File: config.mk
export PLATFORM = sky130hd
export DESIGN_NAME = gpio_pin_interrupt_unit
export DESIGN_NICKNAME = d
export VERILOG_FILES = /design/src/hw/rtl/gpiu_pkg.sv /design/src/hw/rtl/gpiu_pin_lane.sv /design/src/hw/rtl/gpiu_merge.sv /design/src/hw/rtl/gpio_pin_interrupt_unit.sv
export VERILOG_INCLUDE_DIRS = /design/src /design/src/hw/rtl
export SDC_FILE = /design/constraint.sdc
export NUM_CORES = 2
export LEC_CHECK = 0
export BUFFER_PORTS_ARGS = -buffer_cell sky130_fd_sc_hd__buf_2
export CAP_MARGIN = 15
export CORE_UTILIZATION = 30
export CTS_CLUSTER_DIAMETER = 80
export DETAILED_ROUTE_END_ITERATION = 7
export PLACE_DENSITY = 0.59
export REMOVE_ABC_BUFFERS = 1
export SLEW_MARGIN = 20
export SYNTH_ARGS = -nofsm -noshare
export SYNTH_HDL_FRONTEND = slang
export SYNTH_SLANG_ARGS = --single-unit
File: constraint.sdc
create_clock -name clock -period 7.4 [get_ports clock]
set_input_delay 0.74 -clock clock [delete_from_list [all_inputs] [get_ports clock]]
set_output_delay 0.74 -clock clock [all_outputs]
set_load 0.1 [all_outputs]
File: src/hw/rtl/gpio_pin_interrupt_unit_defines.svh
// ----------------------------------------------------------------------------
// GPIO pin interrupt unit - assertion macros
// Shared concurrent assertion forms, clocked on clock and idle in reset.
// ----------------------------------------------------------------------------
`ifndef GPIO_PIN_INTERRUPT_UNIT_DEFINES_SVH
`define GPIO_PIN_INTERRUPT_UNIT_DEFINES_SVH

// condition must hold at every edge outside reset
`define GPIU_ASSERT_NOW(lbl, cond, msg) \
   lbl: assert property (@(posedge clock) disable iff (reset) (cond)) else $error(msg);

// consequence must hold in the cycle after the antecedent
`define GPIU_ASSERT_NEXT(lbl, ante, cons, msg) \
   lbl: assert property (@(posedge clock) disable iff (reset) (ante) |=> (cons)) else $error(msg);

`endif

File: src/hw/rtl/gpiu_pkg.sv
// ----------------------------------------------------------------------------
// GPIO pin interrupt unit - package
// Types, operation codes and constants shared by the lanes and merge stage.
// ----------------------------------------------------------------------------
package gpiu_pkg;

   // pin geometry
   localparam int unsigned PIN_MAX       = 64;
   localparam int unsigned PIN_COUNT_DEF = 64;
   localparam int unsigned IDX_W         = 6;
   localparam int unsigned MODE_W        = 5;

   // interrupt mode bits
   localparam int unsigned MODE_RISE = 0;
   localparam int unsigned MODE_FALL = 1;
   localparam int unsigned MODE_BOTH = 2;
   localparam int unsigned MODE_HIGH = 3;
   localparam int unsigned MODE_LOW  = 4;

   // level timer
   localparam int unsigned PERIOD_W       = 16;
   localparam logic [15:0] PERIOD_DEFAULT = 16'd1000;

   // register file
   localparam int unsigned CSR_ADDR_W           = 3;
   localparam int unsigned CSR_DATA_W           = 32;
   localparam logic        CSR_IDX_LEVEL_PERIOD = 1'b0;

   typedef enum logic [2:0] {
      OP_WRITE_ALL = 3'd0,
      OP_WRITE_PIN = 3'd1,
      OP_READ_PIN  = 3'd2,
      OP_ATTACH    = 3'd3,
      OP_DETACH    = 3'd4,
      OP_TICK      = 3'd5
   } op_type;

   typedef struct packed {
      op_type              op;
      logic [IDX_W-1:0]    pin_index;
      logic                pin_value;
      logic [PIN_MAX-1:0]  all_pins;
      logic [MODE_W-1:0]   irq_mode;
   } req_type;

   typedef struct packed {
      logic                read_level;
      logic [PIN_MAX-1:0]  pin_levels;
      logic [PIN_MAX-1:0]  edge_fire;
      logic [PIN_MAX-1:0]  level_fire;
   } rsp_type;

   // what one lane reports for the current transfer
   typedef struct packed {
      logic edge_hit;
      logic level_cur;
      logic level_next;
      logic efire;
      logic lvl_cand;
      logic lvl_mode_next;
   } lane_stat_type;

   // the same, gathered over all pins
   typedef struct packed {
      logic [PIN_MAX-1:0] edge_hit;
      logic [PIN_MAX-1:0] level_cur;
      logic [PIN_MAX-1:0] level_next;
      logic [PIN_MAX-1:0] efire;
      logic [PIN_MAX-1:0] lvl_cand;
      logic [PIN_MAX-1:0] lvl_mode_next;
   } lane_vec_type;

endpackage

File: src/hw/rtl/gpiu_pin_lane.sv
// ----------------------------------------------------------------------------
// GPIO pin interrupt unit - pin lane
// Level, mode, handler and trigger state of one pin and its per-pin update.
// ----------------------------------------------------------------------------
module gpiu_pin_lane #(
   parameter int unsigned LANE = 0
) (
   input  logic                   clock,
   input  logic                   reset,
   input  logic                   accept,
   input  gpiu_pkg::req_type      req,
   input  logic                   edge_any,
   output gpiu_pkg::lane_stat_type stat
);
   import gpiu_pkg::*;

   logic              level_ff, level_in;
   logic [MODE_W-1:0] mode_ff, mode_in;
   logic              handler_ff, handler_in;
   logic              trig_ff, trig_in;

   logic sel, now, rise, fall, ep, en, hi, lo, edge_mode, t1, efire, is_wall;

   assign sel     = (req.pin_index == IDX_W'(LANE));
   assign now     = req.all_pins[LANE];
   assign is_wall = (req.op == OP_WRITE_ALL);

   // whole-port write: edge detect and level trigger update
   always_comb begin
      rise      = ~level_ff & now;
      fall      = level_ff & ~now;
      ep        = handler_ff & (mode_ff[MODE_RISE] | mode_ff[MODE_BOTH]) & rise;
      en        = handler_ff & (mode_ff[MODE_FALL] | mode_ff[MODE_BOTH]) & fall;
      hi        = handler_ff & mode_ff[MODE_HIGH];
      lo        = handler_ff & mode_ff[MODE_LOW];
      edge_mode = mode_ff[MODE_RISE] | mode_ff[MODE_FALL] | mode_ff[MODE_BOTH];
      t1        = (trig_ff | ep | en | (hi & now) | (lo & ~now))
                  & ~((lo & now) | (hi & ~now));
      efire     = is_wall & edge_any & t1 & handler_ff & edge_mode;
   end

   // next state per operation
   always_comb begin
      level_in   = level_ff;
      mode_in    = mode_ff;
      handler_in = handler_ff;
      trig_in    = trig_ff;
      unique case (req.op)
         OP_WRITE_ALL: begin
            level_in = now;
            trig_in  = t1 & ~efire;
         end
         OP_WRITE_PIN: begin
            if (sel) level_in = req.pin_value;
         end
         OP_ATTACH: begin
            if (sel) begin
               handler_in = 1'b1;
               mode_in    = req.irq_mode;
               if ((req.irq_mode[MODE_HIGH] & level_ff) |
                   (req.irq_mode[MODE_LOW] & ~level_ff)) trig_in = 1'b1;
            end
         end
         OP_DETACH: begin
            if (sel) begin
               handler_in = 1'b0;
               mode_in    = '0;
               trig_in    = 1'b0;
            end
         end
         default: ;
      endcase
   end

   always_ff @(posedge clock) begin
      if (reset) begin
         level_ff   <= 1'b0;
         mode_ff    <= '0;
         handler_ff <= 1'b0;
         trig_ff    <= 1'b0;
      end else if (accept) begin
         level_ff   <= level_in;
         mode_ff    <= mode_in;
         handler_ff <= handler_in;
         trig_ff    <= trig_in;
      end
   end

   // status towards the merge stage
   always_comb begin
      stat.edge_hit      = is_wall & (ep | en);
      stat.level_cur     = level_ff;
      stat.level_next    = level_in;
      stat.efire         = efire;
      stat.lvl_cand      = trig_ff & handler_ff & (mode_ff[MODE_HIGH] | mode_ff[MODE_LOW]);
      stat.lvl_mode_next = mode_in[MODE_HIGH] | mode_in[MODE_LOW];
   end

endmodule

File: src/hw/rtl/gpiu_merge.sv
// ----------------------------------------------------------------------------
// GPIO pin interrupt unit - merge stage
// Reduces lane status, runs the level timer and period register, and holds
// the result register with its handshake.
// ----------------------------------------------------------------------------
`include "gpio_pin_interrupt_unit_defines.svh"

module gpiu_merge #(
   parameter int unsigned PIN_COUNT = gpiu_pkg::PIN_COUNT_DEF
) (
   input  logic                          clock,
   input  logic                          reset,
   input  logic                          req_valid,
   output logic                          req_stall,
   input  gpiu_pkg::req_type             req,
   output logic                          rsp_valid,
   input  logic                          rsp_stall,
   output gpiu_pkg::rsp_type             rsp,
   input  gpiu_pkg::lane_vec_type        lanes,
   output logic                          accept,
   output logic                          edge_any,
   input  logic                          csr_psel,
   input  logic                          csr_penable,
   input  logic                          csr_pwrite,
   input  logic [gpiu_pkg::CSR_ADDR_W-1:0] csr_paddr,
   input  logic [gpiu_pkg::CSR_DATA_W-1:0] csr_pwdata,
   output logic [gpiu_pkg::CSR_DATA_W-1:0] csr_prdata
);
   import gpiu_pkg::*;

   logic [PERIOD_W-1:0] period_ff, period_in;
   logic [PERIOD_W-1:0] tick_ff, tick_in, tick_inc;
   logic                running_ff, running_in;
   logic                rsp_valid_ff, rsp_valid_in;
   rsp_type             rsp_ff, rsp_in;
   logic                pin_ok, lvl_fire, csr_wr;

   // handshake: result register frees itself when taken
   assign req_stall = rsp_valid_ff & rsp_stall;
   assign accept    = req_valid & ~req_stall;
   assign rsp_valid = rsp_valid_ff;
   assign rsp       = rsp_ff;

   assign pin_ok   = ({1'b0, req.pin_index} < (IDX_W + 1)'(PIN_COUNT));
   assign edge_any = |lanes.edge_hit;
   assign tick_inc = tick_ff + 16'd1;

   // period register, zero writes ignored
   assign csr_wr = csr_psel & csr_penable & csr_pwrite
                   & (csr_paddr[2] == CSR_IDX_LEVEL_PERIOD);
   always_comb begin
      period_in = period_ff;
      if (csr_wr && csr_pwdata[PERIOD_W-1:0] != '0) period_in = csr_pwdata[PERIOD_W-1:0];
   end
   assign csr_prdata = (csr_paddr[2] == CSR_IDX_LEVEL_PERIOD)
                       ? {{(CSR_DATA_W - PERIOD_W){1'b0}}, period_ff} : '0;

   // level timer
   always_comb begin
      running_in = running_ff;
      tick_in    = tick_ff;
      lvl_fire   = 1'b0;
      unique case (req.op)
         OP_ATTACH: begin
            if (pin_ok && (req.irq_mode[MODE_HIGH] || req.irq_mode[MODE_LOW])
                && !running_ff) begin
               running_in = 1'b1;
               tick_in    = '0;
            end
         end
         OP_DETACH: begin
            if (pin_ok && !(|lanes.lvl_mode_next)) running_in = 1'b0;
         end
         OP_TICK: begin
            if (running_ff) begin
               if (tick_inc >= period_ff) begin
                  tick_in  = '0;
                  lvl_fire = 1'b1;
               end else begin
                  tick_in = tick_inc;
               end
            end
         end
         default: ;
      endcase
   end

   // result assembly
   always_comb begin
      rsp_in.read_level = (req.op == OP_READ_PIN) & pin_ok & lanes.level_cur[req.pin_index];
      rsp_in.pin_levels = lanes.level_next;
      rsp_in.edge_fire  = lanes.efire;
      rsp_in.level_fire = lvl_fire ? lanes.lvl_cand : '0;
      rsp_valid_in      = accept | (rsp_valid_ff & rsp_stall);
   end

   always_ff @(posedge clock) begin
      if (reset) begin
         period_ff    <= PERIOD_DEFAULT;
         tick_ff      <= '0;
         running_ff   <= 1'b0;
         rsp_valid_ff <= 1'b0;
      end else begin
         period_ff    <= period_in;
         rsp_valid_ff <= rsp_valid_in;
         if (accept) begin
            tick_ff    <= tick_in;
            running_ff <= running_in;
         end
      end
   end

   always_ff @(posedge clock) begin
      if (accept) rsp_ff <= rsp_in;
   end

   // checks
   `GPIU_ASSERT_NEXT(a_edge, accept && req.op != OP_WRITE_ALL, ~|rsp_ff.edge_fire, "edge fire")
   `GPIU_ASSERT_NEXT(a_lvl_timer, accept && !running_ff, ~|rsp_ff.level_fire, "timer stopped")
   `GPIU_ASSERT_NOW(a_period_nonzero, period_ff != '0, "level period is zero")

endmodule

File: src/hw/rtl/gpio_pin_interrupt_unit.sv
// ----------------------------------------------------------------------------
// GPIO pin interrupt unit - top level
// GPIO port with per-pin edge and level interrupts, one lane per pin.
// ----------------------------------------------------------------------------
//  channel   direction  handshake            payload
//  req_      in         req_valid/req_stall  req_data  (req_type)
//  rsp_      out        rsp_valid/rsp_stall  rsp_data  (rsp_type)
//  csr_      in/out     APB psel/penable     level_period at byte 0
//
//  One transfer per cycle while req_stall is low; each result appears in the cycle
//  after acceptance, from the single register stage after the pin lanes and merge reduction.
//  Synchronous reset clears all pin state, the timer and sets period to 1000.
//  req_stall rises only while a result is held and rsp_stall is high.
// ----------------------------------------------------------------------------
module gpio_pin_interrupt_unit #(
   parameter int unsigned PIN_COUNT = gpiu_pkg::PIN_COUNT_DEF
) (
   input  logic                            clock,
   input  logic                            reset,
   input  logic                            req_valid,
   output logic                            req_stall,
   input  gpiu_pkg::req_type               req_data,
   output logic                            rsp_valid,
   input  logic                            rsp_stall,
   output gpiu_pkg::rsp_type               rsp_data,
   input  logic                            csr_psel,
   input  logic                            csr_penable,
   input  logic                            csr_pwrite,
   input  logic [gpiu_pkg::CSR_ADDR_W-1:0] csr_paddr,
   input  logic [gpiu_pkg::CSR_DATA_W-1:0] csr_pwdata,
   output logic [gpiu_pkg::CSR_DATA_W-1:0] csr_prdata,
   output logic                            csr_pready
);
   import gpiu_pkg::*;

   lane_stat_type lane_stat [PIN_MAX];
   lane_vec_type  lanes;
   logic          accept;
   logic          edge_any;

   assign csr_pready = 1'b1;

   // one lane per implemented pin, absent pins read as zero
   for (genvar i = 0; i < PIN_MAX; i++) begin : g_lane
      if (i < PIN_COUNT) begin : g_on
         gpiu_pin_lane #(
            .LANE (i)
         ) u_lane (
            .clock    (clock),
            .reset    (reset),
            .accept   (accept),
            .req      (req_data),
            .edge_any (edge_any),
            .stat     (lane_stat[i])
         );
      end else begin : g_off
         assign lane_stat[i] = '0;
      end
   end

   // gather lane status into pin vectors
   always_comb begin
      for (int i = 0; i < PIN_MAX; i++) begin
         lanes.edge_hit[i]      = lane_stat[i].edge_hit;
         lanes.level_cur[i]     = lane_stat[i].level_cur;
         lanes.level_next[i]    = lane_stat[i].level_next;
         lanes.efire[i]         = lane_stat[i].efire;
         lanes.lvl_cand[i]      = lane_stat[i].lvl_cand;
         lanes.lvl_mode_next[i] = lane_stat[i].lvl_mode_next;
      end
   end

   gpiu_merge #(
      .PIN_COUNT (PIN_COUNT)
   ) u_merge (
      .clock       (clock),
      .reset       (reset),
      .req_valid   (req_valid),
      .req_stall   (req_stall),
      .req         (req_data),
      .rsp_valid   (rsp_valid),
      .rsp_stall   (rsp_stall),
      .rsp         (rsp_data),
      .lanes       (lanes),
      .accept      (accept),
      .edge_any    (edge_any),
      .csr_psel    (csr_psel),
      .csr_penable (csr_penable),
      .csr_pwrite  (csr_pwrite),
      .csr_paddr   (csr_paddr),
      .csr_pwdata  (csr_pwdata),
      .csr_prdata  (csr_prdata)
   );

endmodule
==> qor.yml <==
drt:
  num_vias: 38973
  drtAntennaViolNets: 0
  drt_iter0_drc: 5387
  dr.pass1.iters: 8
  drc: 0
  post_drt_wl_per_cell_um: 26.32
  wirelength_um: 173800
  viasPerCell: 5.904
global_routing:
  antenna_found_initial: 36
  grtUsageTotal: 0.2562
  grt_start_max_net_pins: 170
  grt_pass1_vias: 35021
  grt_pass1_wl_um: 246800
  overflow: 0
synth:
  syn_area_per_cell_sq_um: 8.202
  ys_seq_elements: 739
  syn_inst: 4696
  async_flop_share: 0
  synth-simple-area-share: 0.2127
  ys_seq_area_frac: 0.4343
  synth-edff-count: 193
  synth_area_sq_um: 38520
  synth_top_family_by_area: "compound AO/OA/AOI/OAI gates"
  synth_xor_area_frac: 0.005912
  synth_fa_ha_area_frac: 0.005523
  synth_cell_types: 79
  synthFlopType: "dfxtp_1"
  ys_warn_count: 0
  synthMuxAreaShare: 0.04395
  synth_compound_area_frac: 0.2531
clocking:
  cts-htree-levels: 3
  cts_made_buffers: 92
  clk_pin_slew_ps: 60
  cts_tree: "yes"
  clk_latency_ps: 740
  clock-sinks: 739
  root_buffer: "clkbuf_16"
  cts_max_path_buffers: 3
  postCtsSetupRepairBufs: 0
  holdBufCountCts: 0
  cts_resized: 0
min_path:
  min_delay_path_depth: 3
  hold_class: "in -> reg"
  min_from: "req_valid"
  hold_end: "u_merge.rsp_valid$_SDFF_PP0_"
power:
  p_leak_nw: 17.16
  power_mw: 10.33
  ir_drop_mv: 0.1850
  powerDensity_nw_per_um2: 230.8
floorplan:
  rows: 131
  dieHeight_um: 360.3
  core_sq_um: 127500
  die_w_um: 360.3
  die_area_sq_um: 129800
  ios: 349
  start_util: 0.3020
worst_setup_path:
  end_kind: "flip-flop"
  rr_worst_depth: 14
  crit_fanout: 28
  critPathLaunchType: "flip-flop"
  critPathKind: "reg -> reg"
  required_ps: 7960
  reg2reg_slack_ps: 2840
  reg2reg_to: "u_merge.rsp[59]$_SDFFCE_PN0P_"
  r2r_start: "u_merge.tick_ff[0]$_SDFFE_PP0P_"
  cp.arrival_ps: 5110
layout:
  drive_above_1_share: 0.1382
  nets: 4980
  n_fill_cell: 13236
  design_area_sq_um: 44750
  regArea_sq_um: 16730
  syn_to_final_growth_pct: 16.19
  multiInputGateArea_sq_um: 20270
sta:
  finalHoldViolations: 0
  slew_violations: 0
  setup_viol: 0
  period_share: 0.6156
  fmaxAchievable_ghz: 0.2195
  skew_ps: 33.53
  relSlewSlack: 0.3128
  rsz0062_at_grt: "no"
  fin_crit_ps: 4556
  worst_pin_slew_ps: 1028
placed_design:
  gp_congestion: 1.054
  placed_cell_area_sq_um: 41550
  io_buffers: 313
  dp_hpwl_um: 118900
run_status:
  status: "finished clean"
run:
  maxCapViolCount: 0
[state kept, by name (all words and copies together), names as in the netlist]
signal	count
g_lane.g_on.u_lane.handler_ff	64
u_merge.running_ff	1
u_merge.rsp_valid	1
g_lane.g_on.u_lane.mode_ff	320
u_merge.rsp	193
u_merge.tick_ff	16
u_merge.period_ff	16
g_lane.g_on.u_lane.trig_ff	64
g_lane.g_on.u_lane.level_ff	64
[worst max-delay path: stages (launching register included)]
cell and delay (ps):
dfxtp_1 390, ha_1 250, and3_1 210, and3_1 210, nand3_1 170, and2_1 210
or2_2 290, ha_1 310, nand4_1 80, nor3_1 390, a21oi_2 100, buf_4 260
nor3b_2 580, buf_4 540, and3_1 330
[cell usage in the layout, fill, tap and decap left out, types with 38 or more instances in the layout]
cell / count
nor2_1: 846
dfxtp_1: 546
nand2_1: 530
a21oi_1: 451
buf_2: 311
o21ai_0: 255
edfxtp_1: 193
a22oi_1: 127
a211oi_1: 112
o22ai_1: 97
clkbuf_16: 94
inv_1: 86
and3_1: 84
nand3_1: 77
a22o_1: 75
mux2_2: 72
nor2b_1: 64
buf_4: 60
o21a_1: 58
nand4_1: 42
nor4_1: 40
a32oi_1: 40
a311o_1: 39
a31oi_1: 38
[stage by stage]
step | instances | hold WS (ps) | TNS, ps | worst slack [ps] | utilization
finish | 6601 | 279.5 | 0 | 2844 | 0.3509
global route | 6590 | 275.8 | 0 | 2566 | 0.3507
CTS | 6583 | 227.9 | 0 | 2827 | 0.3506
detailed placement | 6410 | 459.0 | 0 | 2888 | 0.3258
global placement | 6410 | 450.9 | 0 | 2778 | 0.3258
floorplan | 4370 | 433.8 | -1668370 | -3762 | -
[power by group]
part | internal, mW | switching [mW]
logic | 0.240 | 1.02
registers | 4.24 | 0.0571
clock network | 2.80 | 1.97
total | 7.27 | 3.06
[Yosys cell counts, types with 12 or more instances]
master      n  share of area
buf_1      14         0.0014
clkbuf_1  283          0.028
buf_4      18         0.0035
nor2b_1    64          0.010
nor4_1     40         0.0065
or3_1      27         0.0044
a311o_1    39          0.010
nand4_1    42         0.0068
o31a_1     27         0.0061
o21ai_0   259          0.034
nand3_1    77          0.010
o21a_1     58          0.011
a21o_1     14         0.0027
edfxtp_1  193           0.15
mux4_2     21          0.012
nor2_1    853          0.083
and3_1     84          0.014
a32oi_1    40         0.0091
a21oi_1   452          0.059
a221oi_1   36         0.0082
o22ai_1    97          0.016
o211ai_1   14         0.0027
xor2_1     20         0.0045
a22oi_1   127          0.025
buf_2      23         0.0030
mux2i_1    33         0.0086
or2_2      12         0.0019
nand2_1   537          0.052
o311ai_0   15         0.0034
or4_1      14         0.0027
a31oi_1    39         0.0063
a22o_1     75          0.017
dfxtp_1   546           0.28
mux2_2     72          0.021
and2_1     14         0.0023
a211oi_1  112          0.022
nor3_1     28         0.0036
a31o_2     15         0.0034
nand2b_1   26         0.0042
o211a_1    23         0.0060
ha_1       17         0.0055
inv_1      87         0.0085
[per-layer routing]
metal / track usage / share of wire / up-vias
met5: 0 / 0.00086 / -
met4: 0.1300 / 0.053 / 24
met3: 0.06151 / 0.11 / 487
met2: 0.3915 / 0.44 / 2319
met1: 0.3349 / 0.40 / 18701
li1: - / - / 17442
[how the worst max path moves through the flow]
stage                                          from                                           to  cells after the start
floorplan              u_merge.rsp_valid$_SDFF_PP0_  g_lane[45].g_on.u_lane.trig_ff$_SDFFE_PP0P_                      9
global placement                          rsp_stall  g_lane[27].g_on.u_lane.trig_ff$_SDFFE_PP0P_                      9
detailed placement                     req_data[70]              u_merge.running_ff$_SDFFE_PP0P_                     11
CTS                 u_merge.tick_ff[0]$_SDFFE_PP0P_                u_merge.rsp[53]$_SDFFCE_PN0P_                     14
global route        u_merge.tick_ff[0]$_SDFFE_PP0P_                u_merge.rsp[59]$_SDFFCE_PN0P_                     15
finish              u_merge.tick_ff[0]$_SDFFE_PP0P_                u_merge.rsp[59]$_SDFFCE_PN0P_                     14
[cell type report]
cell class	instances	area share
sequential	739	0.3738
inverter	87	0.007465
timing repair buffer	378	0.04767
antenna	18	0.001007
clock inverter	45	0.01160
clock buffer	128	0.05899
tap	1662	0.04647
multi-input combinational	3544	0.4530
[kinds of logic after synthesis]
logic type,after synthesis
XOR/XNOR,26
adder cells (fa/ha/maj),17
AND/OR/NAND/NOR,1858
other,2
AO/OA/AOI/OAI,1493
multiplexers,133
buffers and inverters,428
flip-flops,739
Note: power is estimated with default switching activity, not from simulation.
